--- src/rtl/dual_motor_speed_to_pwm_unit_macros.svh ---
// Assertion macros shared by the motor PWM unit RTL.
`ifndef DUAL_MOTOR_SPEED_TO_PWM_UNIT_MACROS_SVH
`define DUAL_MOTOR_SPEED_TO_PWM_UNIT_MACROS_SVH

`ifndef NO_ASSERTIONS
// Same-cycle implication, checked on every rising edge outside reset.
`define DMSP_ASSERT_NOW(label, clk, rst, ante, cons) \
  label: assert property (@(posedge clk) disable iff (rst) (ante) |-> (cons)) \
    else $error("dmsp assertion failed");
// Next-cycle implication, checked on every rising edge outside reset.
`define DMSP_ASSERT_NEXT(label, clk, rst, ante, cons) \
  label: assert property (@(posedge clk) disable iff (rst) (ante) |=> (cons)) \
    else $error("dmsp assertion failed");
`else
`define DMSP_ASSERT_NOW(label, clk, rst, ante, cons)
`define DMSP_ASSERT_NEXT(label, clk, rst, ante, cons)
`endif

`endif

--- src/rtl/dmsp_pkg.sv ---
// Shared constants and control/status types for the motor PWM unit.
`timescale 1ns / 1ps
`default_nettype none

package dmsp_pkg;

  // Field widths
  localparam int unsigned PCT_W     = 7;
  localparam int unsigned SPEED_W   = 16;
  localparam int unsigned WRAP_W    = 16;
  localparam int unsigned DIR_W     = 2;
  localparam int unsigned TICK_W    = 32;
  localparam int unsigned CFG_IDX_W = 2;
  localparam int unsigned CFG_DAT_W = 16;
  // Product of a percent and the wrap value
  localparam int unsigned PROD_W    = PCT_W + WRAP_W;

  // Reciprocal of 100 for the clamp limit: floor(p / 100) equals
  // (p * LIM_RECIP) >> LIM_SHIFT for every product p below 2**PROD_W
  localparam int unsigned LIM_RECIP_W = 24;
  localparam int unsigned LIM_SHIFT   = 30;
  localparam int unsigned LIM_PROD_W  = PROD_W + LIM_RECIP_W;
  localparam logic [LIM_RECIP_W-1:0] LIM_RECIP = 24'd10737419;

  // Direction codes
  localparam logic [DIR_W-1:0] DIR_BRAKE = 2'd0;
  localparam logic [DIR_W-1:0] DIR_FWD   = 2'd1;
  localparam logic [DIR_W-1:0] DIR_REV   = 2'd2;

  // Register indexes
  localparam logic [CFG_IDX_W-1:0] REG_MIN_LEFT  = 2'd0;
  localparam logic [CFG_IDX_W-1:0] REG_MIN_RIGHT = 2'd1;
  localparam logic [CFG_IDX_W-1:0] REG_MAX_PCT   = 2'd2;
  localparam logic [CFG_IDX_W-1:0] REG_WRAP_TOP  = 2'd3;

  // Register reset values
  localparam logic [PCT_W-1:0]  MIN_PCT_RST  = 7'd10;
  localparam logic [PCT_W-1:0]  MAX_PCT_RST  = 7'd100;
  localparam logic [WRAP_W-1:0] WRAP_TOP_RST = 16'd1000;

  // Speed saturation and percent scale
  localparam logic [PCT_W-1:0] FULL_PCT = 7'd100;

  // Operation codes
  localparam logic OP_SPEED = 1'b0;
  localparam logic OP_TICK  = 1'b1;

  // Commands from the controller to the datapath
  typedef struct packed {
    logic ready;      // take an input item this cycle
    logic chan;       // 0 left, 1 right
    logic mul_en;     // register the product
    logic mul_tick;   // product is max_pct * wrap top
    logic limit_en;   // register the clamp limit
    logic div_start;  // launch the divider
    logic store;      // write pending duty and direction of chan
    logic tick_apply; // count the tick and apply pending duties
    logic out_load;   // capture the result item
  } dmsp_ctl_t;

  // Status from the datapath to the controller
  typedef struct packed {
    logic cmd_valid;
    logic cmd_op;
    logic div_done;
    logic out_stall;
  } dmsp_sts_t;

endpackage

`default_nettype wire

--- src/rtl/dmsp_cmd_if.sv ---
// Input item channel: operation and the two speed setpoints.
`timescale 1ns / 1ps
`default_nettype none

interface dmsp_cmd_if import dmsp_pkg::*; ();
  logic                      valid;
  logic                      ready;
  logic                      op;
  logic signed [SPEED_W-1:0] speed_l;
  logic signed [SPEED_W-1:0] speed_r;

  modport source (output valid, output op, output speed_l, output speed_r,
                  input ready);
  modport sink (input valid, input op, input speed_l, input speed_r,
                output ready);
endinterface

`default_nettype wire

--- src/rtl/dmsp_res_if.sv ---
// Result item channel: directions, applied levels, pending flag, tick count.
`timescale 1ns / 1ps
`default_nettype none

interface dmsp_res_if import dmsp_pkg::*; ();
  logic              valid;
  logic              ready;
  logic [DIR_W-1:0]  left_dir;
  logic [DIR_W-1:0]  right_dir;
  logic [WRAP_W-1:0] left_level;
  logic [WRAP_W-1:0] right_level;
  logic              update_pending;
  logic [TICK_W-1:0] tick_count;

  modport source (output valid, output left_dir, output right_dir, output left_level,
                  output right_level, output update_pending, output tick_count,
                  input ready);
  modport sink (input valid, input left_dir, input right_dir, input left_level,
                input right_level, input update_pending, input tick_count,
                output ready);
endinterface

`default_nettype wire

--- src/rtl/dmsp_cfg_if.sv ---
// Configuration write channel: register index and write data.
`timescale 1ns / 1ps
`default_nettype none

interface dmsp_cfg_if import dmsp_pkg::*; ();
  logic                 valid;
  logic                 ready;
  logic [CFG_IDX_W-1:0] index;
  logic [CFG_DAT_W-1:0] data;

  modport source (output valid, output index, output data, input ready);
  modport sink (input valid, input index, input data, output ready);
endinterface

`default_nettype wire

--- src/rtl/dmsp_div.sv ---
// Bit-serial restoring divider, one quotient bit per cycle.
`timescale 1ns / 1ps
`default_nettype none

module dmsp_div import dmsp_pkg::*; #(
  parameter int unsigned DW = PROD_W,
  parameter int unsigned VW = PCT_W
) (
  input  logic          clk,
  input  logic          rst,
  input  logic          start,
  input  logic [DW-1:0] dividend,
  input  logic [VW-1:0] divisor,
  output logic          done,
  output logic [DW-1:0] quotient
);

  localparam int unsigned CW = $clog2(DW + 1);

  logic [VW-1:0] rem;
  logic [DW-1:0] quo;
  logic [VW-1:0] dvs;
  logic [CW-1:0] cnt;
  logic          busy;

  logic [VW:0] rem_sh;
  logic [VW:0] diff;
  logic        ge;

  // Shift in the next dividend bit and trial-subtract
  always_comb begin
    rem_sh = {rem, quo[DW-1]};
    diff   = rem_sh - {1'b0, dvs};
    ge     = (rem_sh >= {1'b0, dvs});
  end

  // Sequence the steps
  always_ff @(posedge clk) begin
    if (rst) begin
      busy <= 1'b0;
      done <= 1'b0;
      cnt  <= '0;
    end else begin
      done <= 1'b0;
      if (start) begin
        busy <= 1'b1;
        cnt  <= CW'(DW);
      end else if (busy) begin
        cnt <= cnt - CW'(1);
        if (cnt == CW'(1)) begin
          busy <= 1'b0;
          done <= 1'b1;
        end
      end
    end
  end

  // Hold operands, advance remainder and quotient
  always_ff @(posedge clk) begin
    if (start) begin
      rem <= '0;
      quo <= dividend;
      dvs <= divisor;
    end else if (busy) begin
      rem <= ge ? diff[VW-1:0] : rem_sh[VW-1:0];
      quo <= {quo[DW-2:0], ge};
    end
  end

  assign quotient = quo;

endmodule

`default_nettype wire

--- src/rtl/dmsp_datapath.sv ---
// Datapath: config registers, channel mapping, multiplier, divider, state, result register.
`timescale 1ns / 1ps
`default_nettype none

module dmsp_datapath import dmsp_pkg::*; (
  input  logic      clk,
  input  logic      rst,
  dmsp_cmd_if.sink  cmd,
  dmsp_res_if.source res,
  dmsp_cfg_if.sink  cfg,
  input  dmsp_ctl_t ctl,
  output dmsp_sts_t sts
);

  // Configuration registers
  logic [PCT_W-1:0]  min_left;
  logic [PCT_W-1:0]  min_right;
  logic [PCT_W-1:0]  max_pct;
  logic [WRAP_W-1:0] wrap_top;

  // Latched speeds
  logic signed [SPEED_W-1:0] speed_l_q;
  logic signed [SPEED_W-1:0] speed_r_q;

  // Block state
  logic [WRAP_W-1:0] pending_left;
  logic [WRAP_W-1:0] pending_right;
  logic              pending_flag;
  logic [WRAP_W-1:0] applied_left;
  logic [WRAP_W-1:0] applied_right;
  logic [DIR_W-1:0]  left_dir_q;
  logic [DIR_W-1:0]  right_dir_q;
  logic [TICK_W-1:0] ticks;

  // Arithmetic
  logic [PROD_W-1:0] prod;
  logic [PROD_W-1:0] quo;
  logic              div_done;

  // Clamp limit terms
  logic [LIM_PROD_W-1:0]           lim_prod;
  logic [LIM_PROD_W-LIM_SHIFT-1:0] lim_quo;
  logic [WRAP_W-1:0]               limit;

  // Channel mapping terms
  logic signed [SPEED_W-1:0] spd;
  logic [PCT_W-1:0]          minp;
  logic [SPEED_W:0]          absv;
  logic                      neg;
  logic                      dead;
  logic [PCT_W-1:0]          mag;
  logic                      below_min;
  logic                      empty_range;
  logic [DIR_W-1:0]          dir;
  logic [PCT_W-1:0]          mul_a;
  logic [PCT_W-1:0]          div_den;
  logic [WRAP_W-1:0]         duty;
  logic                      res_valid;

  assign cfg.ready = 1'b1;
  assign cmd.ready = ctl.ready;

  assign sts.cmd_valid = cmd.valid;
  assign sts.cmd_op    = cmd.op;
  assign sts.div_done  = div_done;
  assign sts.out_stall = res_valid && !res.ready;

  // Write configuration registers
  always_ff @(posedge clk) begin
    if (rst) begin
      min_left  <= MIN_PCT_RST;
      min_right <= MIN_PCT_RST;
      max_pct   <= MAX_PCT_RST;
      wrap_top  <= WRAP_TOP_RST;
    end else if (cfg.valid) begin
      case (cfg.index)
        REG_MIN_LEFT:  min_left  <= cfg.data[PCT_W-1:0];
        REG_MIN_RIGHT: min_right <= cfg.data[PCT_W-1:0];
        REG_MAX_PCT:   max_pct   <= cfg.data[PCT_W-1:0];
        REG_WRAP_TOP:  wrap_top  <= cfg.data[WRAP_W-1:0];
        default: ;
      endcase
    end
  end

  // Latch speeds on accept
  always_ff @(posedge clk) begin
    if (cmd.valid && ctl.ready) begin
      speed_l_q <= cmd.speed_l;
      speed_r_q <= cmd.speed_r;
    end
  end

  // Dead zone, saturation and direction of the selected channel
  always_comb begin
    spd         = ctl.chan ? speed_r_q : speed_l_q;
    minp        = ctl.chan ? min_right : min_left;
    neg         = spd[SPEED_W-1];
    absv        = neg ? ((SPEED_W+1)'(0) - {spd[SPEED_W-1], spd}) : {1'b0, spd};
    dead        = (absv < {{(SPEED_W+1-PCT_W){1'b0}}, minp}) || (spd == '0);
    mag         = (absv > (SPEED_W+1)'(FULL_PCT)) ? FULL_PCT : absv[PCT_W-1:0];
    below_min   = mag < minp;
    empty_range = max_pct <= minp;
    dir         = dead ? DIR_BRAKE : (neg ? DIR_REV : DIR_FWD);
    mul_a       = ctl.mul_tick ? max_pct : (mag - minp);
    div_den     = max_pct - minp;
  end

  // Pick the duty to hold pending
  always_comb begin
    if (dead || below_min) begin
      duty = '0;
    end else if (empty_range) begin
      duty = wrap_top;
    end else if (quo > {{PCT_W{1'b0}}, wrap_top}) begin
      duty = wrap_top;
    end else begin
      duty = quo[WRAP_W-1:0];
    end
  end

  // Register the product
  always_ff @(posedge clk) begin
    if (ctl.mul_en) begin
      prod <= {{WRAP_W{1'b0}}, mul_a} * {{PCT_W{1'b0}}, wrap_top};
    end
  end

  // Divide the product by 100 through the reciprocal
  always_comb begin
    lim_prod = {{LIM_RECIP_W{1'b0}}, prod} * {{PROD_W{1'b0}}, LIM_RECIP};
    lim_quo  = (LIM_PROD_W-LIM_SHIFT)'(lim_prod >> LIM_SHIFT);
  end

  // Register the clamp limit, saturated to the level width
  always_ff @(posedge clk) begin
    if (ctl.limit_en) begin
      limit <= (lim_quo > (LIM_PROD_W-LIM_SHIFT)'({WRAP_W{1'b1}})) ?
               {WRAP_W{1'b1}} : lim_quo[WRAP_W-1:0];
    end
  end

  dmsp_div #(
    .DW (PROD_W),
    .VW (PCT_W)
  ) u_div (
    .clk      (clk),
    .rst      (rst),
    .start    (ctl.div_start),
    .dividend (prod),
    .divisor  (div_den),
    .done     (div_done),
    .quotient (quo)
  );

  // Update pending duties, directions, applied levels and tick count
  always_ff @(posedge clk) begin
    if (rst) begin
      pending_left  <= '0;
      pending_right <= '0;
      pending_flag  <= 1'b0;
      applied_left  <= '0;
      applied_right <= '0;
      left_dir_q    <= DIR_BRAKE;
      right_dir_q   <= DIR_BRAKE;
      ticks         <= '0;
    end else begin
      if (ctl.store) begin
        if (ctl.chan) begin
          pending_right <= duty;
          right_dir_q   <= dir;
          pending_flag  <= 1'b1;
        end else begin
          pending_left <= duty;
          left_dir_q   <= dir;
        end
      end
      if (ctl.tick_apply) begin
        ticks <= ticks + TICK_W'(1);
        if (pending_flag) begin
          applied_left  <= (pending_left > limit) ? limit : pending_left;
          applied_right <= (pending_right > limit) ? limit : pending_right;
          pending_flag  <= 1'b0;
        end
      end
    end
  end

  // Result valid: set on load, drop when taken
  always_ff @(posedge clk) begin
    if (rst) begin
      res_valid <= 1'b0;
    end else if (ctl.out_load) begin
      res_valid <= 1'b1;
    end else if (res.ready) begin
      res_valid <= 1'b0;
    end
  end

  // Capture the result item
  always_ff @(posedge clk) begin
    if (ctl.out_load) begin
      res.left_dir       <= left_dir_q;
      res.right_dir      <= right_dir_q;
      res.left_level     <= applied_left;
      res.right_level    <= applied_right;
      res.update_pending <= pending_flag;
      res.tick_count     <= ticks;
    end
  end

  assign res.valid = res_valid;

endmodule

`default_nettype wire

--- src/rtl/dmsp_ctrl.sv ---
// Controller: sequences the multiply, divide, store, limit and tick-apply steps of one item.
`timescale 1ns / 1ps
`default_nettype none

`include "dual_motor_speed_to_pwm_unit_macros.svh"

module dmsp_ctrl import dmsp_pkg::*; (
  input  logic      clk,
  input  logic      rst,
  input  dmsp_sts_t sts,
  output dmsp_ctl_t ctl
);

  localparam logic [2:0] S_IDLE   = 3'd0;
  localparam logic [2:0] S_MUL    = 3'd1;
  localparam logic [2:0] S_DIV    = 3'd2;
  localparam logic [2:0] S_WAIT   = 3'd3;
  localparam logic [2:0] S_STORE  = 3'd4;
  localparam logic [2:0] S_TAPPLY = 3'd5;
  localparam logic [2:0] S_FINISH = 3'd6;
  localparam logic [2:0] S_LIMIT  = 3'd7;

  logic [2:0] state;
  logic [2:0] state_next;
  logic       tick;
  logic       tick_next;
  logic       chan;
  logic       chan_next;

  // Next state and commands
  always_comb begin
    state_next     = state;
    tick_next      = tick;
    chan_next      = chan;
    ctl            = '0;
    ctl.chan       = chan;
    ctl.mul_tick   = tick;
    case (state)
      S_IDLE: begin
        ctl.ready = 1'b1;
        if (sts.cmd_valid) begin
          tick_next  = (sts.cmd_op == OP_TICK);
          chan_next  = 1'b0;
          state_next = S_MUL;
        end
      end
      S_MUL: begin
        ctl.mul_en = 1'b1;
        state_next = tick ? S_LIMIT : S_DIV;
      end
      S_LIMIT: begin
        ctl.limit_en = 1'b1;
        state_next   = S_TAPPLY;
      end
      S_DIV: begin
        ctl.div_start = 1'b1;
        state_next    = S_WAIT;
      end
      S_WAIT: begin
        if (sts.div_done) begin
          state_next = S_STORE;
        end
      end
      S_STORE: begin
        ctl.store = 1'b1;
        if (chan) begin
          state_next = S_FINISH;
        end else begin
          chan_next  = 1'b1;
          state_next = S_MUL;
        end
      end
      S_TAPPLY: begin
        ctl.tick_apply = 1'b1;
        state_next     = S_FINISH;
      end
      S_FINISH: begin
        if (!sts.out_stall) begin
          ctl.out_load = 1'b1;
          state_next   = S_IDLE;
        end
      end
      default: begin
        state_next = S_IDLE;
      end
    endcase
  end

  always_ff @(posedge clk) begin
    if (rst) begin
      state <= S_IDLE;
      tick  <= 1'b0;
      chan  <= 1'b0;
    end else begin
      state <= state_next;
      tick  <= tick_next;
      chan  <= chan_next;
    end
  end

  // Never overwrite a result that waits to be taken
  `DMSP_ASSERT_NOW(a_load_free, clk, rst, ctl.out_load, !sts.out_stall)
  // Divider finishes only while the controller waits for it
  `DMSP_ASSERT_NOW(a_done_in_wait, clk, rst, sts.div_done, state == S_WAIT)
  // Storing the right channel closes a speed command
  `DMSP_ASSERT_NEXT(a_right_last, clk, rst, ctl.store && chan, state == S_FINISH)
  // A tick never writes pending duties
  `DMSP_ASSERT_NOW(a_tick_no_store, clk, rst, ctl.store, !tick)

endmodule

`default_nettype wire

--- src/rtl/dual_motor_speed_to_pwm_unit.sv ---
// Dual H-bridge motor speed-to-PWM unit, top level.
// A speed command (op 0) sets the two direction outputs at once and maps each speed
// through its dead zone to a duty held pending; a wrap tick (op 1) counts and applies the
// pending duties, clamped to max_pct * wrap / 100. Every item returns one result
// with the state after it. Items are worked one at a time: a speed command runs the
// bit-serial 23-step divider once per motor channel, each run with its multiply,
// launch, wait and store steps. A tick runs its multiply, limit and apply steps: its
// clamp limit comes from one product and one reciprocal multiply. The result sits in an
// output register, so the next item is taken while it waits; a result still waiting
// holds the following one in its last cycle. Configuration writes are accepted every
// cycle and must only be issued while no item is in flight.
`timescale 1ns / 1ps
`default_nettype none

module dual_motor_speed_to_pwm_unit import dmsp_pkg::*; (
  input  logic       clk,
  input  logic       rst,
  dmsp_cmd_if.sink   cmd,
  dmsp_res_if.source res,
  dmsp_cfg_if.sink   cfg
);

  dmsp_ctl_t ctl;
  dmsp_sts_t sts;

  dmsp_ctrl u_ctrl (
    .clk (clk),
    .rst (rst),
    .sts (sts),
    .ctl (ctl)
  );

  dmsp_datapath u_datapath (
    .clk (clk),
    .rst (rst),
    .cmd (cmd),
    .res (res),
    .cfg (cfg),
    .ctl (ctl),
    .sts (sts)
  );

endmodule

`default_nettype wire
--- src/flat_wrapper.sv ---
// flat-port wrapper written by rule: the top's interface ports become plain ports
module dual_motor_speed_to_pwm_unit_flat import dmsp_pkg::*;
  (clk, rst, cmd_valid, cmd_op, cmd_speed_l, cmd_speed_r, cmd_ready, res_valid, res_left_dir, res_right_dir, res_left_level, res_right_level, res_update_pending, res_tick_count, res_ready, cfg_valid, cfg_index, cfg_data, cfg_ready);
  dmsp_cmd_if cmd_i ();
  dmsp_res_if res_i ();
  dmsp_cfg_if cfg_i ();
  input  logic clk;
  input  logic rst;
  input wire logic [$bits(cmd_i.valid)-1:0] cmd_valid;
  input wire logic [$bits(cmd_i.op)-1:0] cmd_op;
  input wire logic [$bits(cmd_i.speed_l)-1:0] cmd_speed_l;
  input wire logic [$bits(cmd_i.speed_r)-1:0] cmd_speed_r;
  output wire logic [$bits(cmd_i.ready)-1:0] cmd_ready;
  output wire logic [$bits(res_i.valid)-1:0] res_valid;
  output wire logic [$bits(res_i.left_dir)-1:0] res_left_dir;
  output wire logic [$bits(res_i.right_dir)-1:0] res_right_dir;
  output wire logic [$bits(res_i.left_level)-1:0] res_left_level;
  output wire logic [$bits(res_i.right_level)-1:0] res_right_level;
  output wire logic [$bits(res_i.update_pending)-1:0] res_update_pending;
  output wire logic [$bits(res_i.tick_count)-1:0] res_tick_count;
  input wire logic [$bits(res_i.ready)-1:0] res_ready;
  input wire logic [$bits(cfg_i.valid)-1:0] cfg_valid;
  input wire logic [$bits(cfg_i.index)-1:0] cfg_index;
  input wire logic [$bits(cfg_i.data)-1:0] cfg_data;
  output wire logic [$bits(cfg_i.ready)-1:0] cfg_ready;
  assign cmd_i.valid = cmd_valid;
  assign cmd_i.op = cmd_op;
  assign cmd_i.speed_l = cmd_speed_l;
  assign cmd_i.speed_r = cmd_speed_r;
  assign cmd_ready = cmd_i.ready;
  assign res_valid = res_i.valid;
  assign res_left_dir = res_i.left_dir;
  assign res_right_dir = res_i.right_dir;
  assign res_left_level = res_i.left_level;
  assign res_right_level = res_i.right_level;
  assign res_update_pending = res_i.update_pending;
  assign res_tick_count = res_i.tick_count;
  assign res_i.ready = res_ready;
  assign cfg_i.valid = cfg_valid;
  assign cfg_i.index = cfg_index;
  assign cfg_i.data = cfg_data;
  assign cfg_ready = cfg_i.ready;
  dual_motor_speed_to_pwm_unit u_core (.clk(clk), .rst(rst), .cmd(cmd_i), .res(res_i), .cfg(cfg_i));
endmodule
--- config.mk ---
export PLATFORM = sky130hd
export DESIGN_NAME = dual_motor_speed_to_pwm_unit_flat
export DESIGN_NICKNAME = d
export VERILOG_FILES = /design/src/rtl/dmsp_pkg.sv /design/src/rtl/dmsp_cmd_if.sv /design/src/rtl/dmsp_res_if.sv /design/src/rtl/dmsp_cfg_if.sv /design/src/rtl/dmsp_div.sv /design/src/rtl/dmsp_datapath.sv /design/src/rtl/dmsp_ctrl.sv /design/src/rtl/dual_motor_speed_to_pwm_unit.sv /design/src/flat_wrapper.sv
export VERILOG_INCLUDE_DIRS = /design/src /design/src/rtl
export SDC_FILE = /design/constraint.sdc
export NUM_CORES = 1
export LEC_CHECK = 0
export BUFFER_PORTS_ARGS = -buffer_cell sky130_fd_sc_hd__buf_2
export CORE_MARGIN = 2
export CORE_UTILIZATION = 60
export CTS_BUF_LIST = sky130_fd_sc_hd__clkbuf_4
export CTS_CLUSTER_SIZE = 12
export DETAILED_ROUTE_END_ITERATION = 16
export MAX_ROUTING_LAYER = met4
export PLACE_DENSITY_LB_ADDON = 0.05
export SLEW_MARGIN = 20
export SYNTH_ARGS = -nofsm -noshare
export SYNTH_HDL_FRONTEND = slang
export SYNTH_SLANG_ARGS = --single-unit
--- constraint.sdc ---
create_clock -name clk -period 11.47 [get_ports clk]
set_clock_uncertainty 0.15 [all_clocks]
set_input_delay 0.5735 -clock clk [delete_from_list [all_inputs] [get_ports clk]]
set_output_delay 0.5735 -clock clk [all_outputs]
set_load 0.01 [all_outputs]
==> reports/results.tsv <==
stage	metric	value	unit
critical_path	arrival time worst endpoint	10.59	ns
drt	WL/cell	18.54	um
drt	Starting DRT DRC Count	1351	
cts	Num CTS Buffers	86	
grt	largest net degree at the start of global routing	77	
floorplan	I/O pins	128	
timing	Final Slew Violations	0	
status	outcome	finished clean	
logic_synthesis	area share of the largest cell type after synthesis	19.78	%
place	HPWL Detailed	52860	um
grt	global route total overflow	0	
critical_path	CP Max Fanout	38	
timing	final hold violations	0	
floorplan	Starting Density	61.06	%
floorplan	die span in y	216.6	um
logic_synthesis	Post-synth EDFFs	170	
logic_synthesis	Area contributors post-synth	fa_1, edfxtp_1, ha_1, dfxtp_1, inv_1	
grt	first-pass GRT wire length	107800	um
finish	most common cell after layout, fill and taps aside	inv_1	
timing	period utilisation layout	89.37	%
logic_synthesis	Synth warnings	0	
critical_path	CP peak stage delay	0.71	ns
finish	P&R area growth vs syn	10.79	%
cts	H-tree depth	3	
critical_path	CP Class	reg -> reg	
finish	commonest cells after routing, fill and taps aside	inv_1, ha_1, nand2_1	
place	buffers added on ports	126	
floorplan	die area	0.04691	mm^2
cts	post-CTS sizing	0	
finish	Fillers	3586	
grt	initial antenna violation count	2	
cts	clock latency on the worst-skew pair	0.77	ns
critical_path	CP Data Required Time	11.81	ns
drt	metal3 WL	3857	um
logic_synthesis	Mapped Area	0.02712	mm^2
floorplan	Die Span X	216.6	um
grt	vias in the first global route	20440	
cts	CTS Root Cell	clkbuf_4	
finish	Register Area	0.008269	mm^2
critical_path	slowest stage cell, crit path	o41ai_1	
timing	final setup fails	0	
timing	Final min period	10.25	ns
critical_path	crit start category	register	
logic_synthesis	syn_area_per_cell	10.19	um^2
finish	footprint of the multi-input gates	0.01701	mm^2
drt	top sig layer	met4	
finish	Layout Utilization	67.65	%
logic_synthesis	ys async rst share	0	%
grt	GRT Overall Usage	30.24	%
timing	Rel. slew slack	34.12	%
critical_path	CP endpoint kind	register	
timing	setup TNS	0	ns
logic_synthesis	synth unique cells	79	
drt	M1 WL	28330	um
finish	fraction of layout cells with a size suffix above 1	11.29	%
logic_synthesis	Mapped Cells	2661	
logic_synthesis	Synth Flop Type	edfxtp_1	
timing	worst-margin pin slew	0.9879	ns
logic_synthesis	number of synthesized register bits	328	
floorplan	Core Box Area	0.04441	mm^2
worst_hold_path	Hold WC Path Type	in -> reg	
drt	DR vias	19640	
cts	CTS tree	done	
cts	Reg clk slew, reported paths	0.07	ns
critical_path	most frequent CP cell	fa_1	
place	routability congestion estimate	0.9462	
timing	RSZ-0062 raised after global routing	false	
logic_synthesis	sequential share of the synthesized area	30.49	%
drt	Post-DRT Antenna Nets	0	
drt	Met2 Wirelength	31630	um
flow_run	Max-Cap Viols	0	
drt	1st-pass router iterations	7	
logic_synthesis	Post-Syn Nets	3344	
drt	Via density	5.540	
cts	Num Clock Sinks	328	
logic_synthesis	area leader, netlist	fa_1	
drt	# DRC	0	
floorplan	Cell Rows	77	
timing	Max Fclk	97.55	MHz
cts	Clock Tree Buf Depth	3	
drt	drt total wl	65710	um
finish	# nets final	3563	
cells in the mapped netlist (all sizes together), types with 5 or more instances:
cell type / instances
mux2i: 82
nor3: 25
or3: 21
ha: 359
mux2: 7
nand3: 29
edfxtp: 170
a31oi: 7
a211o: 14
o221ai: 5
and2: 44
xnor2: 45
nor2: 147
nand4: 28
nor4: 8
a21boi: 5
o21ai: 139
o31ai: 5
buf: 19
nor3b: 5
o211ai: 7
a2111oi: 5
nand2: 270
xor2: 33
o21a: 15
a211oi: 11
inv: 424
nand2b: 19
fa: 268
o21bai: 8
or2: 12
nor2b: 17
dfxtp: 158
and3: 12
a21oi: 105
a21o: 35
clkbuf: 46
nand3b: 6
metal layers:
| layer | vias to the layer above | global-route usage, % |
|---|---|---|
| met2 | 525 | 48.78 |
| li1 | 9408 | - |
| met4 | 0 | 10.07 |
| met5 | - | - |
| met1 | 9585 | 39.08 |
| met3 | 121 | 4.954 |
registers in the layout (all words and copies together), names as in the netlist, 23 cells and up:
name / count
u_core.u_datapath.res.tick_count: 32
u_core.u_datapath.ticks: 32
u_core.u_datapath.prod: 23
u_core.u_datapath.u_div.quotient: 23
worst max-delay path, delay by kind of cell (launching register included):
family                     cells  cell delay (ns)
xor gates and xnor gates       2             0.27
DFF                            1             0.63
and+or+nand+nor                6             1.16
AOI/OAI and AO/OA             15             4.17
buffers and inverters          5             0.86
adders and majority gates      6             2.72
logic make-up (layout without fill, tap and decap cells):
logic type,after synthesis,after routing,synth area share [%]
AO/OA/AOI/OAI,390,390,8.983
XOR/XNOR,78,78,2.519
adder cells (fa/ha/maj),627,627,36.35
buffers and inverters,490,779,6.939
flip-flops,328,328,30.49
multiplexers,89,89,3.331
other,1,4,0.01383
AND/OR/NAND/NOR,658,658,11.38
final cells by class:
type / count / area share, %
Antenna cell: 3 / 0.02499
Clock buffer: 131 / 3.273
Clock inverter: 27 / 0.5081
Inverter: 425 / 5.310
Multi-Input combinational cell: 1843 / 56.62
Sequential cell: 328 / 27.52
Tap cell: 592 / 2.465
Timing Repair Buffer: 196 / 4.281
final timing paths:
path	startpoint	to	slack (ns)	cells past startpoint
hold / removal	cfg_index[0]	u_core.u_datapath.max_pct[4]$_SDFFE_PP0P_	0.14	4
setup / recovery	u_core.u_ctrl.chan$_SDFFE_PP0P_	u_core.u_datapath.prod[21]$_DFFE_PP_	1.22	34
hold reg to reg	u_core.u_datapath.applied_left[12]$_SDFFE_PP0P_	u_core.u_datapath.res.left_level[12]$_DFFE_PP_	0.28	0
setup reg to reg	u_core.u_ctrl.chan$_SDFFE_PP0P_	u_core.u_datapath.prod[21]$_DFFE_PP_	1.22	34
what timing repair did:
action                    CTS  global route
buffers inserted            0             0
hold endpoints to repair   71             0
hold buffers               52             0
metrics by stage:
step	hold slack, ns	setup WS (ns)	area [um^2]	std cells
after global routing	0.1213	0.4317	30040	3544
after CTS	0.04641	1.296	30020	3542
after detailed placement	0.2654	1.416	28360	3332
after floorplan	0.2581	2.336	27120	2661
final	0.1350	1.219	30050	3545
after global placement	0.2627	1.702	28360	3332
Power is left out: the tool's default activity adds up to more than one toggle a clock period on the data nets, which glitch-free logic cannot reach.
